===== src/rtl/core/tta_pkg.sv =====
package tta_pkg;

  localparam int unsigned CordicW = 48;
  localparam int unsigned AngleW = 32;

  typedef enum logic [2:0] {
    REG_AXLE_DIST  = 3'd0,
    REG_MAX_SPEED  = 3'd1,
    REG_MAX_STEER  = 3'd2,
    REG_ALLOW_REV  = 3'd3,
    REG_FWD_GEAR   = 3'd4,
    REG_REV_GEAR   = 3'd5,
    REG_TIMEOUT    = 3'd6,
    REG_PERIOD     = 3'd7
  } reg_idx_t;

  // Commands from the controller to the datapath.
  typedef struct packed {
    logic load;
    logic step;
    logic finish;
  } dp_cmd_t;

  // Arctangent of 2^-i in centidegrees scaled by 2^16.
  function automatic logic [AngleW-1:0] atan_lut(input logic [4:0] idx);
    logic [AngleW-1:0] v;
    case (idx)
      5'd0:  v = 32'd294912000;
      5'd1:  v = 32'd174096719;
      5'd2:  v = 32'd91987925;
      5'd3:  v = 32'd46694507;
      5'd4:  v = 32'd23437865;
      5'd5:  v = 32'd11730358;
      5'd6:  v = 32'd5866610;
      5'd7:  v = 32'd2933484;
      5'd8:  v = 32'd1466764;
      5'd9:  v = 32'd733385;
      5'd10: v = 32'd366693;
      5'd11: v = 32'd183346;
      5'd12: v = 32'd91673;
      5'd13: v = 32'd45837;
      5'd14: v = 32'd22918;
      5'd15: v = 32'd11459;
      5'd16: v = 32'd5730;
      5'd17: v = 32'd2865;
      5'd18: v = 32'd1432;
      5'd19: v = 32'd716;
      5'd20: v = 32'd358;
      5'd21: v = 32'd179;
      5'd22: v = 32'd90;
      5'd23: v = 32'd45;
      default: v = '0;
    endcase
    return v;
  endfunction

endpackage


===== src/rtl/core/tta_cordic.sv =====
module tta_cordic (
  input  logic                 clk,
  input  tta_pkg::dp_cmd_t     cmd,
  input  logic [4:0]           step_idx,
  input  logic [14:0]          abs_v,
  input  logic [15:0]          abs_w,
  input  logic [11:0]          axle_dist,
  input  logic [13:0]          max_steer,
  output logic [13:0]          angle
);

  localparam int unsigned W = tta_pkg::CordicW;

  logic signed [W-1:0] x_r, y_r;
  logic signed [tta_pkg::AngleW+1:0] z_r;
  logic [13:0] angle_r;
  logic signed [W-1:0] dx, dy;
  logic signed [tta_pkg::AngleW+1:0] tab, zr;
  logic signed [tta_pkg::AngleW-15:0] rnd;
  logic [27:0] prod_v, prod_w;

  assign prod_v = 28'(abs_v) * 28'd1000;
  assign prod_w = 28'(axle_dist) * 28'(abs_w);
  assign dx = y_r >>> step_idx;
  assign dy = x_r >>> step_idx;
  assign tab = $signed({2'b00, tta_pkg::atan_lut(step_idx)});
  assign zr = z_r + 34'sd32768;
  assign rnd = zr[tta_pkg::AngleW+1:16];

  always_ff @(posedge clk) begin
    if (cmd.load) begin
      x_r <= $signed({12'd0, prod_v, 8'd0});
      y_r <= $signed({12'd0, prod_w, 8'd0});
      z_r <= '0;
    end else if (cmd.step) begin
      if (!y_r[W-1]) begin
        x_r <= x_r + dx; y_r <= y_r - dy; z_r <= z_r + tab;
      end else begin
        x_r <= x_r - dx; y_r <= y_r + dy; z_r <= z_r - tab;
      end
    end
    if (cmd.finish) begin
      if (rnd < 0) angle_r <= '0;
      else if (rnd > $signed({6'd0, max_steer})) angle_r <= max_steer;
      else angle_r <= rnd[13:0];
    end
  end

  assign angle = angle_r;

endmodule


===== src/rtl/core/tta_ctrl.sv =====
module tta_ctrl #(
  parameter int unsigned CORDIC_STEPS = 16
) (
  input  logic             clk,
  input  logic             rst_n,
  input  logic             start,
  output logic             busy,
  output logic             done,
  output tta_pkg::dp_cmd_t cmd,
  output logic [4:0]       step_idx
);

  typedef enum logic [1:0] {S_IDLE, S_LOAD, S_ITER, S_FIN} state_t;
  state_t state_r;
  logic [4:0] cnt_r;
  logic done_r;

  always_ff @(posedge clk) begin
    if (!rst_n) begin
      state_r <= S_IDLE; cnt_r <= '0; done_r <= 1'b0;
    end else begin
      done_r <= 1'b0;
      case (state_r)
        S_IDLE: if (start) state_r <= S_LOAD;
        S_LOAD: begin cnt_r <= '0; state_r <= S_ITER; end
        S_ITER: begin
          cnt_r <= cnt_r + 5'd1;
          if (cnt_r == 5'(CORDIC_STEPS - 1)) state_r <= S_FIN;
        end
        S_FIN: begin done_r <= 1'b1; state_r <= S_IDLE; end
        default: state_r <= S_IDLE;
      endcase
    end
  end

  assign busy = (state_r != S_IDLE) || done_r;
  assign done = done_r;
  assign step_idx = cnt_r;
  assign cmd.load = (state_r == S_LOAD);
  assign cmd.step = (state_r == S_ITER);
  assign cmd.finish = (state_r == S_FIN);

endmodule


===== src/rtl/core/twist_to_ackermann_watchdog.sv =====
// Converts velocity commands to gear, speed and steering, and republishes the
// held command once per publish period of tick transfers, forcing a stop when
// no command has arrived or it has grown older than the timeout. A moving
// command passes from its transfer through a load step, CORDIC_STEPS rotations
// of the single shared CORDIC unit, a rounding step and a write-back step
// before the next input transfer can happen; a stop command needs no CORDIC
// work. One item is worked on at a time, and the input waits while a result
// sits in the result register and is not taken.
module twist_to_ackermann_watchdog #(
  parameter int unsigned CORDIC_STEPS = 16
) (
  input  logic               clk,
  input  logic               rst_n,
  input  logic               in_valid,
  output logic               in_ready,
  input  logic               in_req_type,
  input  logic signed [15:0] in_linear_velocity,
  input  logic signed [15:0] in_yaw_rate,
  output logic               out_valid,
  input  logic               out_ready,
  output logic [7:0]         out_gear,
  output logic [14:0]        out_speed,
  output logic signed [14:0] out_steering,
  output logic               out_stop_forced,
  input  logic               cfg_valid,
  output logic               cfg_ready,
  input  logic [2:0]         cfg_index,
  input  logic [15:0]        cfg_data
);

  logic [11:0] axle_dist_r;
  logic [14:0] max_speed_r;
  logic [13:0] max_steer_r;
  logic        allow_rev_r;
  logic [7:0]  fwd_gear_r, rev_gear_r;
  logic [15:0] timeout_r, period_r;

  logic        have_cmd_r;
  logic [15:0] age_r, pcount_r;
  logic [7:0]  held_gear_r;
  logic [14:0] held_speed_r;
  logic signed [14:0] held_steer_r;

  logic        negate_r, pend_rev_r;
  logic [14:0] abs_v_r;
  logic [15:0] abs_w_r;

  logic        out_valid_r;
  logic [7:0]  out_gear_r;
  logic [14:0] out_speed_r;
  logic signed [14:0] out_steer_r;
  logic        out_stop_r;

  tta_pkg::dp_cmd_t cmd;
  logic [4:0]  step_idx;
  logic        busy, done, start;
  logic [13:0] angle;

  logic        in_acc, is_tick;
  logic signed [16:0] v_sat, lim;
  logic [15:0] age_inc, pcount_inc;
  logic        publish;

  assign cfg_ready = 1'b1;
  assign in_ready = !busy && (!out_valid_r || out_ready);
  assign in_acc = in_valid && in_ready;
  assign is_tick = in_req_type;

  assign lim = $signed({2'b00, max_speed_r});
  always_comb begin
    v_sat = 17'(in_linear_velocity);
    if (v_sat > lim) v_sat = lim;
    if (v_sat < -lim) v_sat = -lim;
  end

  assign age_inc = (age_r == 16'hFFFF) ? age_r : age_r + 16'd1;
  assign pcount_inc = pcount_r + 16'd1;
  assign publish = pcount_inc >= period_r;
  assign start = in_acc && !is_tick && !((v_sat < 0 && !allow_rev_r) || v_sat == 0);

  always_ff @(posedge clk) begin
    if (!rst_n) begin
      axle_dist_r <= 12'd600; max_speed_r <= 15'd300; max_steer_r <= 14'd2500;
      allow_rev_r <= 1'b0; fwd_gear_r <= 8'd1; rev_gear_r <= 8'd2;
      timeout_r <= 16'd300; period_r <= 16'd20;
      have_cmd_r <= 1'b0; age_r <= '0; pcount_r <= '0;
      held_gear_r <= 8'd1; held_speed_r <= '0; held_steer_r <= '0;
      out_valid_r <= 1'b0;
    end else begin
      if (cfg_valid && cfg_ready) begin
        case (cfg_index)
          tta_pkg::REG_AXLE_DIST:  axle_dist_r <= cfg_data[11:0];
          tta_pkg::REG_MAX_SPEED:  max_speed_r <= cfg_data[14:0];
          tta_pkg::REG_MAX_STEER:  max_steer_r <= cfg_data[13:0];
          tta_pkg::REG_ALLOW_REV:  allow_rev_r <= cfg_data[0];
          tta_pkg::REG_FWD_GEAR:   fwd_gear_r <= cfg_data[7:0];
          tta_pkg::REG_REV_GEAR:   rev_gear_r <= cfg_data[7:0];
          tta_pkg::REG_TIMEOUT:    timeout_r <= cfg_data;
          tta_pkg::REG_PERIOD:     period_r <= cfg_data;
          default: ;
        endcase
      end
      if (out_valid_r && out_ready && !(in_acc && is_tick && publish))
        out_valid_r <= 1'b0;
      if (in_acc && is_tick) begin
        age_r <= age_inc;
        pcount_r <= publish ? '0 : pcount_inc;
        if (publish) begin
          out_valid_r <= 1'b1;
          if (!have_cmd_r || age_inc > timeout_r) begin
            out_gear_r <= fwd_gear_r; out_speed_r <= '0;
            out_steer_r <= '0; out_stop_r <= 1'b1;
          end else begin
            out_gear_r <= held_gear_r; out_speed_r <= held_speed_r;
            out_steer_r <= held_steer_r; out_stop_r <= 1'b0;
          end
        end
      end else if (in_acc) begin
        have_cmd_r <= 1'b1;
        age_r <= '0;
        if (!start) begin
          held_gear_r <= fwd_gear_r; held_speed_r <= '0; held_steer_r <= '0;
        end
      end
      if (done) begin
        held_gear_r <= pend_rev_r ? rev_gear_r : fwd_gear_r;
        held_speed_r <= abs_v_r;
        held_steer_r <= negate_r ? -$signed({1'b0, angle}) : $signed({1'b0, angle});
      end
    end
  end

  always_ff @(posedge clk) begin
    if (start) begin
      abs_v_r <= v_sat[16] ? 15'(-v_sat) : v_sat[14:0];
      abs_w_r <= in_yaw_rate[15] ? 16'(-in_yaw_rate) : in_yaw_rate;
      negate_r <= in_yaw_rate[15] != v_sat[16];
      pend_rev_r <= v_sat[16];
    end
  end

  tta_ctrl #(.CORDIC_STEPS(CORDIC_STEPS)) u_ctrl (
    .clk, .rst_n, .start, .busy, .done, .cmd, .step_idx
  );

  tta_cordic u_cordic (
    .clk, .cmd, .step_idx, .abs_v(abs_v_r), .abs_w(abs_w_r),
    .axle_dist(axle_dist_r), .max_steer(max_steer_r), .angle
  );

  assign out_valid = out_valid_r;
  assign out_gear = out_gear_r;
  assign out_speed = out_speed_r;
  assign out_steering = out_steer_r;
  assign out_stop_forced = out_stop_r;

  // A forced stop always carries zero speed.
  assert property (@(posedge clk) disable iff (!rst_n)
    out_valid && out_stop_forced |-> out_speed == '0)
    else $error("forced stop with nonzero speed");
  // No item enters while the CORDIC unit is working.
  assert property (@(posedge clk) disable iff (!rst_n)
    busy |-> !in_ready)
    else $error("input ready while busy");
  // A command transfer never produces a result.
  assert property (@(posedge clk) disable iff (!rst_n)
    in_valid && in_ready && !in_req_type && !out_valid |=> !out_valid)
    else $error("result after command");

endmodule

===== config.mk =====
export PLATFORM = sky130hd
export DESIGN_NAME = twist_to_ackermann_watchdog
export DESIGN_NICKNAME = d
export VERILOG_FILES = /design/src/rtl/core/tta_pkg.sv /design/src/rtl/core/tta_cordic.sv /design/src/rtl/core/tta_ctrl.sv /design/src/rtl/core/twist_to_ackermann_watchdog.sv
export SDC_FILE = /design/constraint.sdc
export NUM_CORES = 2
export LEC_CHECK = 0
export BUFFER_PORTS_ARGS = -buffer_cell sky130_fd_sc_hd__buf_2
export CAP_MARGIN = 20
export CELL_PAD_IN_SITES_DETAIL_PLACEMENT = 0
export CELL_PAD_IN_SITES_GLOBAL_PLACEMENT = 1
export CORE_AREA = 2 2 339 341
export CTS_CLUSTER_DIAMETER = 60
export CTS_CLUSTER_SIZE = 8
export DETAILED_ROUTE_END_ITERATION = 7
export DIE_AREA = 0 0 341 343
export GPL_ROUTABILITY_DRIVEN = 1
export PLACE_DENSITY = 0.64
export SYNTH_ARGS = -nofsm -noshare
export SYNTH_HDL_FRONTEND = slang
export SYNTH_SLANG_ARGS = --single-unit

===== constraint.sdc =====
create_clock -name clk -period 8.65 [get_ports clk]
set_clock_uncertainty 0.1 [all_clocks]
set_input_delay 1.2975 -clock clk [delete_from_list [all_inputs] [get_ports clk]]
set_output_delay 1.2975 -clock clk [all_outputs]
set_load 0.005 [all_outputs]

## Word level (Yosys, flattened, before mapping)

Memories as Yosys holds them, arrays and structs flattened. A register that Yosys moved wholly into a read port is not among the register bits.
Index checks and enable logic that the tools add are counted.

- Input bits: 57
- Logic and storage cells: 155
- Bits in read-only memories: 928
- Register bits: 386
- Output and inout port bits: 42
- Memories kept: 1

- Muxes and demuxes: 39
- Multipliers: 2
- Equality and inequality tests: 17
- Reduce and logical (&&, ||, !) cells: 39
- Shifts and indexed selects: 2
- Order comparisons: 7
- Bitwise operators: 1
- Add/subtract/negate cells: 14

Memories:

| memory | depth | bits a word | read ports | clocked after memory_dff | wr ports | line | source |
|---|---|---|---|---|---|---|---|
| (no name shown) | 32 | 29 | 1 | 1 | 0 | tta_pkg.sv:27 | `case (idx)` |

Operators by type and width:

| kind | count |
|---|---|
| $mux W15 | 8 |
| $add A48 B48 Y48 | 2 |
| $mux W48 | 2 |
| $sshr A48 B5 Y48 | 2 |
| $sub A48 B48 Y48 | 2 |
| $mux W36 | 2 |
| $mux W33 | 2 |
| $mux W16 | 4 |
| $mux W8 | 6 |
| $add A34 B17 Y34 const B | 1 |
| $add A34 B33 Y34 | 1 |
| $mux W17 | 2 |
| $mux W34 | 1 |
| $sub A34 B33 Y34 | 1 |
| $add A16 B1 Y16 const B | 2 |
| $gt A16 B16 Y1 | 2 |
| $logic_not A32 Y1 | 1 |
| $mul A12 B16 Y28 | 1 |
| $mul A15 B7 Y22 const B | 1 |
| $reduce_and A2 Y1 | 10 |
| $gt A18 B15 Y1 | 1 |
| $lt A18 B1 Y1 const B | 1 |
| $lt A17 B1 Y1 const B | 1 |
| $lt A17 B17 Y1 | 1 |
| 30 further kinds | 64 |

## Longest topological paths before layout

- Word-level depth: 13
- Gate-level depth with buffers: 30
- Mapped depth without buffers: 24

## Cells and area by module

A second synthesis with hierarchy kept.

- Cells, all modules: 5032
- Area total of the unflattened synthesis: 43824.5 µm²

By module, submodules not included:

| module | sequential area each (µm²) | area an instance (µm²) | times used | cells each |
|---|---|---|---|---|
| tta_cordic | 3523.4 | 31287.5 | 1 | 3627 |
| twist_to_ackermann_watchdog | 5405.2 | 12107.9 | 1 | 1356 |
| tta_ctrl | 160.2 | 429.2 | 1 | 49 |

## Worst setup path before layout

OpenSTA, ideal clock, no wires.

- Kind: input-to-reg
- Start point: input port in_linear_velocity[13]
- End point: register abs_v_r[0] (enable)
- Required time: 8.157 ns
- Setup time: 0.393 ns
- Buffers on the path: 3
- Data arrival time: 7.196 ns
- Setup slack: 0.961 ns
- Cell stages on the path: 22
- Path through: ha_1 nand4b_1 nor4_1 a21boi_0 o31a_1 buf_2 buf_1 mux2_2 ha_1 nand2_1 o21a_1 o211a_1 o211ai_1 nor3_1 nor2_1 clkbuf_1 a21oi_1 ha_1 and4_1 mux2_2 a41oi_1 and2_1

- Longest elaborated chain between the ends: 9
- Elaborated cells on any way between the ends: 10
- Classes of those cells: 3 x order compare; 2 x mux; 5 x reduce/logical

Ends and longest elaborated chain:

| item | line | source |
|---|---|---|
| start, declared | twist_to_ackermann_watchdog.sv:17 | `input logic signed [15:0] in_linear_velocity,` |
| $gt A16 B16 Y1 | twist_to_ackermann_watchdog.sv:72 | `if (v_sat > lim) v_sat = lim;` |
| $mux W17 (*) | twist_to_ackermann_watchdog.sv:72 |  |
| $lt A17 B17 Y1 | twist_to_ackermann_watchdog.sv:73 | `if (v_sat < -lim) v_sat = -lim;` |
| $mux W17 (*) | twist_to_ackermann_watchdog.sv:73 |  |
| $lt A17 B1 Y1 | twist_to_ackermann_watchdog.sv:79 | `assign start = in_acc && !is_tick && !((v_sat < 0 && !allow_rev_r) \|\| v_sat == 0);` |
| $logic_and A1 B1 Y1 | twist_to_ackermann_watchdog.sv:79 |  |
| $logic_or A1 B1 Y1 (*) | twist_to_ackermann_watchdog.sv:79 |  |
| $logic_not A1 Y1 (*) | twist_to_ackermann_watchdog.sv:79 |  |
| $logic_and A1 B1 Y1 (*) | twist_to_ackermann_watchdog.sv:79 |  |
| net start | twist_to_ackermann_watchdog.sv:56 | `logic busy, done, start;` |
| end signal, assigned | twist_to_ackermann_watchdog.sv:135 | `abs_v_r <= v_sat[16] ? 15'(-v_sat) : v_sat[14:0];` |
| end, declared | twist_to_ackermann_watchdog.sv:45 | `logic [14:0] abs_v_r;` |

Mark *: on every way through the listed nets, which the timed path passes. The rest lies on a longest branch.
A chain may end at the register's enable or synchronous reset.

## Worst setup path after layout

- Start point: register u_ctrl.cnt_r[1], in the netlist u_ctrl.step_idx[1]
- End point: register u_cordic.y_r[47]

- Longest elaborated chain between the ends: 3
- Elaborated cells on any way between the ends: 4
- Classes of those cells: 2 x add/sub; 1 x shift; 1 x mux

Ends and longest elaborated chain:

| item | line | source |
|---|---|---|
| start, declared | tta_ctrl.sv:15 | `logic [4:0] cnt_r;` |
| start signal, assigned | tta_ctrl.sv:27 | `cnt_r <= cnt_r + 5'd1;` |
| $sshr A48 B5 Y48 (*) | tta_cordic.sv:25 | `assign dy = x_r >>> step_idx;` |
| $sub A48 B48 Y48 / $add A48 B48 Y48 (equally long branches) | tta_cordic.sv:37, tta_cordic.sv:39 |  |
| $mux W48 (*) | tta_cordic.sv:36 | `if (!y_r[W-1]) begin` |
| end signal, assigned | tta_cordic.sv:33 | `y_r <= $signed({12'd0, prod_w, 8'd0});` |
| end signal, assigned | tta_cordic.sv:37 | `x_r <= x_r + dx; y_r <= y_r - dy; z_r <= z_r + tab;` |
| end signal, assigned | tta_cordic.sv:39 | `x_r <= x_r - dx; y_r <= y_r + dy; z_r <= z_r - tab;` |
| end, declared | tta_cordic.sv:14 | `logic signed [W-1:0] x_r, y_r;` |

Every way passes the cells marked *; elsewhere a longest branch is shown, timed or not.

==> impl_metrics.env <==
export IMPL_min_from="period_r[14]"
export IMPL_startpoint_type="register"
export IMPL_track_usage=0.255
export IMPL_die_area_um2=117000
export IMPL_grt_overflow=0
export IMPL_syn2layout_area_growth_pct=8.68
export IMPL_status="complete, no violations"
export IMPL_drt_vias_per_instance=5.86
export IMPL_core_um2=113000
export IMPL_avgSynthCellArea_um2=8.63
export IMPL_final_area_um2=48900
export IMPL_holdCritPathClass="register to register"
export IMPL_ys_warn_count=0
export IMPL_postCtsResizedCells=0
export IMPL_yosys_most_used_dff="dfxtp_1"
export IMPL_place_congestion=0.964
export IMPL_antenna_cells=0
export IMPL_wl_per_cell_um=22.5
export IMPL_nets=5773
export IMPL_drtAntennaViolNets=0
export IMPL_syn_nets=5816
export IMPL_p_leak_nw=20.2
export IMPL_hpwl_mm=117
export IMPL_syn_cell_area_um2=45000
export IMPL_grt_max_degree=74
export IMPL_drt_initial_drc_count=3509
export IMPL_hold_worst_slack_ns=0.352
export IMPL_rsz0062_at_grt="false"
export IMPL_synth_cell_types=99
export IMPL_tightest_slew_ns=1.13
export IMPL_clk_pin_slew_worst_paths_ns=0.05
export IMPL_slew_headroom=0.242
export IMPL_io_buffers=97
export IMPL_slew_violations=0
export IMPL_finalSetupViolations=0
export IMPL_power_density_nw_per_um2=385
export IMPL_grt_pass1_vias=38400
export IMPL_dieHeight_um=343
export IMPL_clk_path_buf_depth=3
export IMPL_mostFrequentLayoutCells="nand2_1 (668), a21oi_1 (358), nor2_1 (353)"
export IMPL_clock_latency_ns=0.66
export IMPL_finalSetupTns_ns=0
export IMPL_tritoncts="done"
export IMPL_io_pins=99
export IMPL_final_common_cell="nand2_1"
export IMPL_grt_first_pass_wirelength_mm=234
export IMPL_die_width_um=341
export IMPL_n_fill_cell=11400
export IMPL_cts_root_buf="clkbuf_16"
export IMPL_synth_top_cell_area_share=0.124
export IMPL_synth_edff_count=136
export IMPL_drc=0
export IMPL_postSynthRegisterBits=415
export IMPL_dpl_cell_area_um2=46800
export IMPL_cap_viol_max_count=0
export IMPL_fin_crit_ns=7.82
export IMPL_dr_pass1_iters=8
export IMPL_worstPathArrival_ns=8.29
export IMPL_postCtsSetupBuffers=0
export IMPL_wirelength_mm=151
export IMPL_hold_buffers=0
export IMPL_ir_worst_vdd_uv=269
export IMPL_synth_largest_area_cell="dfxtp_1"
export IMPL_htree_levels=3
export IMPL_r2r_start="u_ctrl.step_idx[1]"
export IMPL_worstSetupPathType="register to register"
export IMPL_dr_total_vias=39500
export IMPL_synth_cells=5219
export IMPL_critPathLaunch="u_ctrl.step_idx[1]"
export IMPL_rows=124
export IMPL_synth_top_cells_by_area="dfxtp_1 (12%), ha_1 (9.6%), edfxtp_1 (9.1%)"
export IMPL_start_util=0.397
export IMPL_grt_antenna_before_repair=1
export IMPL_cp_required_ns=9.13
export IMPL_ys_seq_area_frac=0.215
export IMPL_end_kind="register"
export IMPL_numClockSinks=415
export IMPL_cts_made_buffers=69
export IMPL_utilization=0.432
export IMPL_async_flop_share=0
export IMPL_final_layout_size_suffix_gt1_frac=0.102
export IMPL_finalCritPeriodShare=0.904
export IMPL_critPathMaxFanout=53
export IMPL_hold_violations=0
export IMPL_fmax_mhz=128
[metal layers]
| layer | part of all wire | up-vias | GRT usage |
|---|---|---|---|
| li1 | - | 18800 | - |
| met1 | 0.46 | 19300 | 0.354 |
| met2 | 0.46 | 1132 | 0.409 |
| met3 | 0.053 | 243 | 0.0357 |
| met4 | 0.032 | 2 | 0.0796 |
| met5 | 0.000086 | - | 0 |
[state kept, by name, indices dropped and copies added (netlist names), 16 cells and up]
| signal | cells |
|---|---|
| pcount_r | 16 |
| u_cordic.z_r | 34 |
| u_cordic.tab | 29 |
| timeout_r | 16 |
| age_r | 16 |
| abs_w_r | 16 |
| u_cordic.y_r | 48 |
| period_r | 16 |
| u_cordic.x_r | 48 |
[path summary, 6_finish.rpt]
kind         slack, ns  depth (start not counted)                to
max               0.83                         20  u_cordic.y_r[47]
min               0.35                          2      period_r[14]
min reg2reg       0.35                          2      period_r[14]
max reg2reg       0.83                         20  u_cordic.y_r[47]
[through the flow]
step	instances	power (W)	worst slack, ns
4_1_cts	6731	0.0189	0.874
5_1_grt	6732	0.0204	0.206
2_1_floorplan	5219	0.0127	0.961
3_3_place_gp	6615	0.0161	0.670
6_report	6732	0.0188	0.834
3_5_place_dp	6616	0.0161	0.560
[power by group]
group	total (W)	internal [W]	switching (W)
Clock	0.00264	0.00158	0.00106
Combinational	0.0130	0.00536	0.00761
Sequential	0.00324	0.00249	0.000750
[worst max-delay path, cell delays in order (launching register included)]
cell,delay [ns]
dfxtp_4,0.88
buf_4,0.31
mux4_2,0.51
mux2i_1,0.58
a21oi_1,0.30
o32ai_1,0.62
o211a_1,0.46
nor3b_1,0.33
nand3b_1,0.28
o41ai_1,0.48
xnor2_1,0.12
ha_1,0.38
a21o_1,0.18
a21o_1,0.19
a211oi_1,0.24
o21ai_0,0.15
nor3_1,0.49
nor4_1,0.22
o211a_1,0.30
or4_1,0.50
nand3_1,0.09
[synthesized netlist by cell type (20+ instances only)]
cell,instances
and2_1,120
and3_1,47
nor2b_1,45
nand2b_1,40
dfxtp_1,279
o21ai_0,198
a211oi_1,48
mux2_2,93
edfxtp_1,136
buf_1,33
nor3_1,107
a21o_1,106
nand3_1,114
buf_2,37
o21a_1,49
ha_1,347
inv_1,311
xnor2_1,220
a31oi_1,53
a22oi_1,20
or3_1,36
mux4_2,112
nor2_1,355
o22ai_1,56
a22o_1,53
clkbuf_1,187
o21bai_1,26
fa_1,193
o211ai_1,47
nand2_1,669
o31ai_1,31
a21oi_1,358
xor2_1,114
mux2i_1,180
nor4_1,25
nand4_1,34
[cell families after synthesis]
family | Yosys count | synth area share
buf+inv | 597 | 0.0543
compound gates | 1251 | 0.183
simple gates | 1687 | 0.176
xor+xnor | 334 | 0.0650
mux | 394 | 0.124
other cells | 1 | 0.0000833
flops | 415 | 0.215
fa+ha+maj | 540 | 0.182
[final cells by class]
type | instances | area [um^2] | area share
Multi-Input combinational cell | 4207 | 33000 | 0.674
Inverter | 314 | 1180 | 0.0241
Timing Repair Buffer | 169 | 1050 | 0.0214
Sequential cell | 415 | 9690 | 0.198
Clock inverter | 20 | 303 | 0.00619
Tap cell | 1512 | 1890 | 0.0387
Clock buffer | 95 | 1860 | 0.0379
No activity file was read; power rests on OpenSTA's default activity.
